### config.mk
export PLATFORM = sky130hd
export DESIGN_NAME = frame_header_check_crc16
export DESIGN_NICKNAME = d
export VERILOG_FILES = /design/src/rtl/core/fhc_pkg.sv /design/src/rtl/core/fhc_front.sv /design/src/rtl/core/fhc_queue.sv /design/src/rtl/core/fhc_back.sv /design/src/rtl/core/frame_header_check_crc16.sv
export SDC_FILE = /design/constraint.sdc
export NUM_CORES = 1
export LEC_CHECK = 0
export BUFFER_PORTS_ARGS = -buffer_cell sky130_fd_sc_hd__clkbuf_2
export CELL_PAD_IN_SITES_DETAIL_PLACEMENT = 2
export CELL_PAD_IN_SITES_GLOBAL_PLACEMENT = 2
export CORE_ASPECT_RATIO = 1.4
export CORE_UTILIZATION = 30
export DETAILED_ROUTE_END_ITERATION = 10
export PLACE_DENSITY_LB_ADDON = 0.1
export SLEW_MARGIN = 25
export SYNTH_ARGS = -nofsm -noshare
export SYNTH_HDL_FRONTEND = slang
export SYNTH_SLANG_ARGS = --single-unit
### constraint.sdc
create_clock -name i_clk -period 8.5 [get_ports i_clk]
set_input_delay 1.275 -clock i_clk [delete_from_list [all_inputs] [get_ports i_clk]]
set_output_delay 1.275 -clock i_clk [all_outputs]
set_load 0.03 [all_outputs]
### src/rtl/core/fhc_pkg.sv
`default_nettype none

package fhc_pkg;

    // Frame layout and counter limits
    localparam logic [16:0] HEADER_BYTES  = 17'd12;
    localparam logic [16:0] CRC_START     = 17'd4;
    localparam logic [16:0] POS_MAX       = 17'h1FFFF;
    localparam logic [15:0] MIN_BYTES_RST = 16'd12;

    // CRC-16, reflected
    localparam logic [15:0] CRC_INIT = 16'hFFFF;
    localparam logic [15:0] CRC_POLY = 16'hA001;

    // Queue depth, shared by the token queue and the result buffer
    localparam logic [1:0] QUEUE_DEPTH = 2'd2;

    // Configuration register indexes
    localparam logic REG_EXPECTED_MAGIC  = 1'b0;
    localparam logic REG_MIN_FRAME_BYTES = 1'b1;

    // Check status codes
    localparam logic [1:0] ST_OK           = 2'd0;
    localparam logic [1:0] ST_TOO_SHORT    = 2'd1;
    localparam logic [1:0] ST_BAD_MAGIC    = 2'd2;
    localparam logic [1:0] ST_CRC_MISMATCH = 2'd3;

    typedef struct packed {
        logic [7:0] data_byte;
        logic       end_of_frame;
    } t_item;

    typedef struct packed {
        logic [15:0] magic_word;
        logic [15:0] crc_word;
        logic [7:0]  frame_type;
        logic [15:0] frame_id;
        logic [7:0]  frame_sub_id;
        logic [15:0] sequence_number;
        logic [15:0] payload_length;
        logic [1:0]  check_status;
        logic        payload_complete;
        logic [7:0]  payload_byte;
        logic        payload_strobe;
        logic        frame_done;
    } t_result;

    // Captured header fields
    typedef struct packed {
        logic [15:0] magic;
        logic [15:0] crc;
        logic [7:0]  mtype;
        logic [15:0] id;
        logic [7:0]  sub_id;
        logic [15:0] seq;
        logic [15:0] length;
    } t_header;

    // Classified byte handed from the front end to the back end
    typedef struct packed {
        logic [7:0] data_byte;
        logic       crc_en;
        logic       strobe;
        logic       last;
        logic       full;
        logic       too_short;
        logic       magic_bad;
        logic       complete;
        t_header    hdr;
    } t_token;

    // One byte step of the reflected CRC
    function automatic logic [15:0] crc16_byte(input logic [15:0] crc, input logic [7:0] b);
        logic [15:0] c;
        c = crc ^ {8'h00, b};
        for (int k = 0; k < 8; k++) begin
            c = c[0] ? ((c >> 1) ^ CRC_POLY) : (c >> 1);
        end
        return c;
    endfunction

endpackage

`default_nettype wire

### src/rtl/core/fhc_front.sv
`default_nettype none

module fhc_front (
    input  wire logic           i_clk,
    input  wire logic           i_rst_n,
    input  wire logic           i_cfg_wen,
    input  wire logic           i_cfg_index,
    input  wire logic [15:0]    i_cfg_data,
    input  wire logic           i_take,
    input  wire fhc_pkg::t_item i_item,
    output fhc_pkg::t_token     o_token
);

    logic [16:0]      r_pos;
    logic [16:0]      n_pos;
    fhc_pkg::t_header r_hdr;
    fhc_pkg::t_header n_hdr;
    logic [15:0]      r_magic_exp;
    logic [15:0]      r_min_bytes;
    logic [7:0]       w_b;

    assign w_b = i_item.data_byte;

    // Capture header bytes by offset
    always_comb begin
        n_hdr = r_hdr;
        unique case (r_pos)
            17'd0:   n_hdr.magic[7:0]   = w_b;
            17'd1:   n_hdr.magic[15:8]  = w_b;
            17'd2:   n_hdr.crc[7:0]     = w_b;
            17'd3:   n_hdr.crc[15:8]    = w_b;
            17'd4:   n_hdr.mtype        = w_b;
            17'd5:   n_hdr.id[7:0]      = w_b;
            17'd6:   n_hdr.id[15:8]     = w_b;
            17'd7:   n_hdr.sub_id       = w_b;
            17'd8:   n_hdr.seq[7:0]     = w_b;
            17'd9:   n_hdr.seq[15:8]    = w_b;
            17'd10:  n_hdr.length[7:0]  = w_b;
            17'd11:  n_hdr.length[15:8] = w_b;
            default: ;
        endcase
    end

    // Saturate the byte count
    assign n_pos = (r_pos != fhc_pkg::POS_MAX) ? (r_pos + 17'd1) : r_pos;

    // Classify the byte and pre-check the frame
    always_comb begin
        o_token.data_byte = w_b;
        o_token.crc_en    = (r_pos >= fhc_pkg::CRC_START);
        o_token.strobe    = (r_pos >= fhc_pkg::HEADER_BYTES) &&
                            (r_pos < (fhc_pkg::HEADER_BYTES + {1'b0, r_hdr.length}));
        o_token.last      = i_item.end_of_frame;
        o_token.full      = (n_pos >= fhc_pkg::HEADER_BYTES);
        o_token.too_short = (n_pos < fhc_pkg::CRC_START) || (n_pos < {1'b0, r_min_bytes});
        o_token.magic_bad = (n_hdr.magic != r_magic_exp);
        o_token.complete  = (n_pos >= (fhc_pkg::HEADER_BYTES + {1'b0, n_hdr.length}));
        o_token.hdr       = n_hdr;
    end

    // Hold frame state and configuration; clear the frame after its last byte
    always_ff @(posedge i_clk) begin
        if (!i_rst_n) begin
            r_pos       <= '0;
            r_hdr       <= '0;
            r_magic_exp <= '0;
            r_min_bytes <= fhc_pkg::MIN_BYTES_RST;
        end else begin
            if (i_take) begin
                if (i_item.end_of_frame) begin
                    r_pos <= '0;
                    r_hdr <= '0;
                end else begin
                    r_pos <= n_pos;
                    r_hdr <= n_hdr;
                end
            end
            if (i_cfg_wen) begin
                unique case (i_cfg_index)
                    fhc_pkg::REG_EXPECTED_MAGIC:  r_magic_exp <= i_cfg_data;
                    fhc_pkg::REG_MIN_FRAME_BYTES: r_min_bytes <= i_cfg_data;
                    default: ;
                endcase
            end
        end
    end

endmodule

`default_nettype wire

### src/rtl/core/fhc_queue.sv
`default_nettype none

module fhc_queue (
    input  wire logic            i_clk,
    input  wire logic            i_rst_n,
    input  wire logic            i_push,
    input  wire fhc_pkg::t_token i_token,
    output logic                 o_full,
    output logic                 o_valid,
    output fhc_pkg::t_token      o_token,
    input  wire logic            i_pop
);

    fhc_pkg::t_token r_mem [2];
    logic            r_wptr;
    logic            r_rptr;
    logic [1:0]      r_count;
    logic            w_wr;
    logic            w_rd;

    assign o_full  = (r_count == fhc_pkg::QUEUE_DEPTH);
    assign o_valid = (r_count != 2'd0);
    assign o_token = r_mem[r_rptr];
    assign w_wr    = i_push && !o_full;
    assign w_rd    = i_pop && o_valid;

    // Advance pointers and count
    always_ff @(posedge i_clk) begin
        if (!i_rst_n) begin
            r_wptr  <= 1'b0;
            r_rptr  <= 1'b0;
            r_count <= 2'd0;
        end else begin
            if (w_wr) begin
                r_wptr <= !r_wptr;
            end
            if (w_rd) begin
                r_rptr <= !r_rptr;
            end
            r_count <= r_count + {1'b0, w_wr} - {1'b0, w_rd};
        end
    end

    // Store the item
    always_ff @(posedge i_clk) begin
        if (w_wr) begin
            r_mem[r_wptr] <= i_token;
        end
    end

endmodule

`default_nettype wire

### src/rtl/core/fhc_back.sv
`default_nettype none

module fhc_back (
    input  wire logic            i_clk,
    input  wire logic            i_rst_n,
    input  wire logic            i_q_valid,
    input  wire fhc_pkg::t_token i_token,
    output logic                 o_q_pop,
    input  wire logic            i_pop,
    output logic                 o_empty,
    output fhc_pkg::t_result     o_result
);

    logic [15:0]      r_crc;
    logic [15:0]      w_crc;
    fhc_pkg::t_result r_buf [2];
    fhc_pkg::t_result w_res;
    logic             r_wptr;
    logic             r_rptr;
    logic [1:0]       r_count;
    logic             w_take;
    logic             w_rd;
    logic             w_show;

    assign w_take   = i_q_valid && (r_count != fhc_pkg::QUEUE_DEPTH);
    assign o_q_pop  = w_take;
    assign o_empty  = (r_count == 2'd0);
    assign w_rd     = i_pop && !o_empty;
    assign o_result = r_buf[r_rptr];

    // Update the running CRC from offset four on
    assign w_crc = i_token.crc_en ? fhc_pkg::crc16_byte(r_crc, i_token.data_byte) : r_crc;

    // Build the result item
    assign w_show = i_token.last && i_token.full;
    always_comb begin
        w_res.magic_word       = w_show ? i_token.hdr.magic  : 16'h0000;
        w_res.crc_word         = w_show ? i_token.hdr.crc    : 16'h0000;
        w_res.frame_type       = w_show ? i_token.hdr.mtype  : 8'h00;
        w_res.frame_id         = w_show ? i_token.hdr.id     : 16'h0000;
        w_res.frame_sub_id     = w_show ? i_token.hdr.sub_id : 8'h00;
        w_res.sequence_number  = w_show ? i_token.hdr.seq    : 16'h0000;
        w_res.payload_length   = w_show ? i_token.hdr.length : 16'h0000;
        w_res.payload_complete = w_show && i_token.complete;
        w_res.payload_byte     = i_token.strobe ? i_token.data_byte : 8'h00;
        w_res.payload_strobe   = i_token.strobe;
        w_res.frame_done       = i_token.last;
        priority if (!i_token.last) begin
            w_res.check_status = fhc_pkg::ST_OK;
        end else if (i_token.too_short) begin
            w_res.check_status = fhc_pkg::ST_TOO_SHORT;
        end else if (i_token.magic_bad) begin
            w_res.check_status = fhc_pkg::ST_BAD_MAGIC;
        end else if (i_token.hdr.crc != w_crc) begin
            w_res.check_status = fhc_pkg::ST_CRC_MISMATCH;
        end else begin
            w_res.check_status = fhc_pkg::ST_OK;
        end
    end

    // Advance CRC and result buffer control
    always_ff @(posedge i_clk) begin
        if (!i_rst_n) begin
            r_crc   <= fhc_pkg::CRC_INIT;
            r_wptr  <= 1'b0;
            r_rptr  <= 1'b0;
            r_count <= 2'd0;
        end else begin
            if (w_take) begin
                r_crc  <= i_token.last ? fhc_pkg::CRC_INIT : w_crc;
                r_wptr <= !r_wptr;
            end
            if (w_rd) begin
                r_rptr <= !r_rptr;
            end
            r_count <= r_count + {1'b0, w_take} - {1'b0, w_rd};
        end
    end

    // Store the result item
    always_ff @(posedge i_clk) begin
        if (w_take) begin
            r_buf[r_wptr] <= w_res;
        end
    end

endmodule

`default_nettype wire

### src/rtl/core/frame_header_check_crc16.sv
// Frame header checker with CRC-16 (reflected, poly 0xA001, init 0xFFFF).
// Input channel: one frame byte per item with an end-of-frame mark; an item
// is taken at a clock edge with push high and full low.
// Result channel: one result item per input item; the oldest result sits on
// o_result while empty is low and leaves at an edge with pop high.
// Configuration: i_cfg_wen writes i_cfg_data to register i_cfg_index
// (0 expected magic, 1 minimum frame bytes); the user writes only while the
// block is idle, which the block itself does not enforce. An accepted item
// goes into the token queue; once the result buffer has room, the back end
// writes its result there, and o_result reads from it. Throughput: one byte
// per cycle while full is low; the front end classifies each byte on entry.
// A two-entry token queue separates front and back, and a two-entry result
// buffer separates the back end from the receiver. When the receiver stops
// popping, the result buffer fills, then the token queue, then full rises;
// no item is lost.
// Reset (synchronous, active low) empties both queues, clears the frame
// state, sets the CRC to 0xFFFF, expected magic to 0 and minimum bytes to 12.
`default_nettype none

module frame_header_check_crc16 (
    input  wire logic           i_clk,
    input  wire logic           i_rst_n,
    input  wire logic           push,
    output logic                full,
    input  wire fhc_pkg::t_item i_item,
    output logic                empty,
    input  wire logic           pop,
    output fhc_pkg::t_result    o_result,
    input  wire logic           i_cfg_wen,
    input  wire logic           i_cfg_index,
    input  wire logic [15:0]    i_cfg_data
);

    fhc_pkg::t_token w_tok_in;
    fhc_pkg::t_token w_tok_out;
    logic            w_q_full;
    logic            w_q_valid;
    logic            w_q_pop;
    logic            w_take;

    assign full   = w_q_full;
    assign w_take = push && !w_q_full;

    fhc_front u_front (
        .i_clk       (i_clk),
        .i_rst_n     (i_rst_n),
        .i_cfg_wen   (i_cfg_wen),
        .i_cfg_index (i_cfg_index),
        .i_cfg_data  (i_cfg_data),
        .i_take      (w_take),
        .i_item      (i_item),
        .o_token     (w_tok_in)
    );

    fhc_queue u_queue (
        .i_clk   (i_clk),
        .i_rst_n (i_rst_n),
        .i_push  (w_take),
        .i_token (w_tok_in),
        .o_full  (w_q_full),
        .o_valid (w_q_valid),
        .o_token (w_tok_out),
        .i_pop   (w_q_pop)
    );

    fhc_back u_back (
        .i_clk     (i_clk),
        .i_rst_n   (i_rst_n),
        .i_q_valid (w_q_valid),
        .i_token   (w_tok_out),
        .o_q_pop   (w_q_pop),
        .i_pop     (pop),
        .o_empty   (empty),
        .o_result  (o_result)
    );

`ifndef SYNTHESIS
    // Both sides come out of reset idle
    a_reset_idle: assert property (@(posedge i_clk)
        !i_rst_n |=> (empty && !full))
        else $error("queues not empty after reset");

    // A result that ends no frame carries no summary
    a_mid_frame_clean: assert property (@(posedge i_clk) disable iff (!i_rst_n)
        (!empty && !o_result.frame_done) |->
        (o_result.check_status == fhc_pkg::ST_OK && !o_result.payload_complete &&
         o_result.payload_length == 16'h0000 && o_result.magic_word == 16'h0000))
        else $error("summary fields set on a mid-frame result");

    // Payload byte is zero without its strobe
    a_strobe_byte: assert property (@(posedge i_clk) disable iff (!i_rst_n)
        (!empty && !o_result.payload_strobe) |-> (o_result.payload_byte == 8'h00))
        else $error("payload byte set without strobe");

    // The back end only drains a non-empty token queue
    a_pop_valid: assert property (@(posedge i_clk) disable iff (!i_rst_n)
        w_q_pop |-> w_q_valid)
        else $error("token queue popped while empty");
`endif

endmodule

`default_nettype wire
==> impl_results.md <==
- Status: finished clean
- CTS Buffer Depth: 3
- First-pass GRT wire length: 113,000 um
- Yosys reg bits: slightly above 600
- Final Setup Violations: 0
- Adder and majority gate portion of the synthesized area: 2.68%
- Die X: 254 um
- Post-synth top cells: 440 x edfxtp_1, 197 x mux2_2, 171 x dfxtp_1
- Maxcap violations: 0
- Die area: 0.0899 mm2
- Syn_nets: approximately 2.1k
- Critical Path AT: between 5000 and 6000 ps
- Largest family of logic cells by synthesized area: multiplexers
- Fillers: around 9.0k
- Synth top area share: 49.7%
- Grt ovf: 0
- Post-route cell area: slightly above 0.03 mm2
- Vias: 16.0k
- Share of cells above drive strength 1: 22.6%
- Final ANT Viol Nets: 0
- Post-synth top area cell: edfxtp_1
- PortBufs: 141
- Wire length on met3: 1890 um
- Area contributors post-synth: edfxtp_1 50%, dfxtp_1 13%, mux2_2 8.3%
- Vias in the first global route: roughly 18k
- Actual slew at the worst max-slew pin: 1020 ps
- Achievable Freq: roughly 220 MHz
- Sink Count: a little over 600
- Total placed instance area: 0.0285 mm2
- Leak: 10.9 nW
- Post-Synthesis Cell Area: 0.0266 mm2
- Crit path capture type: flip-flop
- Starting Density: between 30% and 40%
- # rows: 128
- Period utilisation layout: 53.9%
- DR pass1 iterations: 4
- VDD IR max: 133 uV
- Syn_area_per_cell: 13.4 um2
- Hold WS: 467 ps
- Setup TNS: 0 ps
- Post-Route M1 WL: 31,500 um
- YS warnings: 0
- Total CTS buffers: 66
- Hold Path Class: reg -> reg
- Simple-Gate Fraction of Synth Area: under 10%
- CTS tree: yes
- GRT Resource Usage Total: 16.8%
- Crit path kind: reg -> reg
- Vias per inst: 4.82
- Post-cts sizing count: 0
- Critical path required time: between 8000 and 9000 ps
- Clk pin slew, worst setup/hold paths: 60 ps
- Mux contribution to synthesized area: 13.2%
- Most frequent cell after synthesis: edfxtp_1
- # H-tree levels: 3
- Area grow syn2layout: 15.6%
- DR WL/cell: 22.3 um
- Skew final: 20.0 ps
- Min Tclk post-route: 4580 ps
- DP Wirelength: 49,300 um
- Skew-Pair Late Insertion Delay: 610 ps
- Pin count of the biggest net entering global routing: 93
- Remaining DRCs: 0
- Compound-Gate Fraction of Synth Area: roughly 6.8%
- Unique cell type count in the Yosys netlist: 62
- Post-synthesis sequential area ratio: 62.5%
- Top Layer Used: met4
- Routability cong.: ~0.8
- Mapped Cells: 1,986
- Critical path launch point type: flip-flop
- Core area: 0.0874 mm2
- Initial antenna violation count: 1
- Post-synth EDFFs: 440
- Final net count: around 2.2k
- IO Pins: 142
- Reg2Reg Setup Slack: 3920 ps
- Power density over the cells: 324 mW/mm2
- Post-synthesis xor/xnor area fraction: 3.57%
- Hold buffers post-CTS: 0
- Clock root cell: clkbuf_16
- Die H: 354 um
- Rel. slew slack: 32.0%
- Total wire length: 74,200 um
- Slew Limit Fails: 0
- Async S/R FF share, synth: 0%
- Met2 Wirelength: 39,200 um
- Initial DRC Count: between 600 and 700
- Unrepaired setup endpoints after global routing: false
- Buffer count from post-CTS setup fixing: 0
- Critical path peak fanout: 10
- Prevailing post-synth register cell: edfxtp_1
- Fin. Hold Viols: 0
==> final cells by class <==
cell class	count	area [um2]	share of cell area (%)
multi-input cells	1222	9420	30.6
flip-flops and latches	611	16600	54.1
repair buffers	158	861	2.80
diodes	2	5.00	0.0163
inverters	43	161	0.525
well taps	1170	1460	4.76
clock inverters	29	340	1.11
clock buffers	91	1870	6.07
==> placed cells by master, fill, tap and decap left out, types with 7 or more instances in the layout <==
master / n
nor2_1: 139
o21a_1: 9
nor4_1: 11
ha_1: 57
inv_1: 42
a22oi_1: 103
bufinv_16: 7
and2_1: 19
nand2_1: 114
nor2b_1: 111
a21oi_1: 21
mux2_2: 197
clkbuf_16: 69
o22ai_1: 18
o21ai_0: 25
edfxtp_1: 440
clkinv_2: 9
buf_4: 16
xor2_1: 51
clkbuf_1: 15
nand4_1: 20
nand2b_1: 12
mux2i_1: 121
clkbuf_2: 140
xnor2_1: 41
a21boi_0: 32
nor3_1: 7
a21o_1: 14
dfxtp_1: 169
nand3_1: 23
o211ai_1: 8
==> per-stage QoR <==
stage               worst slack, ps  power, W  utilization [%]  instances
finish                         3920   0.00995             35.2       3326
global placement               3930   0.00710             32.6       3204
floorplan                      1410   0.00625                -       1986
detailed placement             3880   0.00717             32.6       3204
global route                   3540    0.0105             35.2       3324
CTS                            3900    0.0102             35.2       3324
==> cell families (layout without fill, tap and decap cells) <==
kind of cell | Yosys count | after routing
simple gates | 486 | 486
xor+xnor | 100 | 100
compound gates | 257 | 257
fa+ha+maj | 57 | 57
buf+inv | 153 | 321
mux | 322 | 322
flops | 611 | 611
other cells | 0 | 2
==> metal layers <==
layer,vias up,track usage (%)
met2,205,30.5
met5,-,0
li1,7510,-
met4,0,5.25
met3,94,2.07
met1,8218,20.4
==> worst paths after layout <==
check                     startpoint                       to  cells after the start
max                 u_front.r_pos[2]     u_queue.r_mem[0][98]                     18
min          u_front.r_min_bytes[15]  u_front.r_min_bytes[15]                      2
max reg2reg         u_front.r_pos[2]     u_queue.r_mem[0][98]                     18
min reg2reg  u_front.r_min_bytes[15]  u_front.r_min_bytes[15]                      2
==> power by group <==
| part | switching [W] | total [W] | internal (W) |
|---|---|---|---|
| clock | 0.00120 | 0.00296 | 0.00176 |
| sequential | 0.000224 | 0.00411 | 0.00389 |
| combinational | 0.00196 | 0.00288 | 0.000927 |
| total | 0.00338 | 0.00995 | 0.00657 |
==> worst max-delay path, stage by stage (launching register included) <==
cell and delay [ps]:
dfxtp_1 520, and3_1 240, and2_1 180, nand2_1 150, or3_1 530, nand2_1 140
xor2_1 260, inv_1 170, ha_1 330, a21o_1 180, a21o_1 170, a21o_1 170
a21o_1 170, a21o_1 170, a21o_1 170, a211oi_1 310, o211ai_1 150, o2111ai_1 190
a32o_1 230
==> flip-flops by register name, summed over array words and instances (netlist names), named ones only <==
register	count
u_queue.r_mem	222
u_back.r_count	2
u_back.r_wptr	1
u_front.r_hdr	96
u_queue.r_wptr	1
u_back.r_crc	16
u_front.r_pos	17
u_front.r_magic_exp	16
u_back.r_buf	218
u_front.r_min_bytes	16
u_back.r_rptr	1
u_queue.r_count	2
u_queue.r_rptr	1
Note: power is estimated with default switching activity, not from simulation.
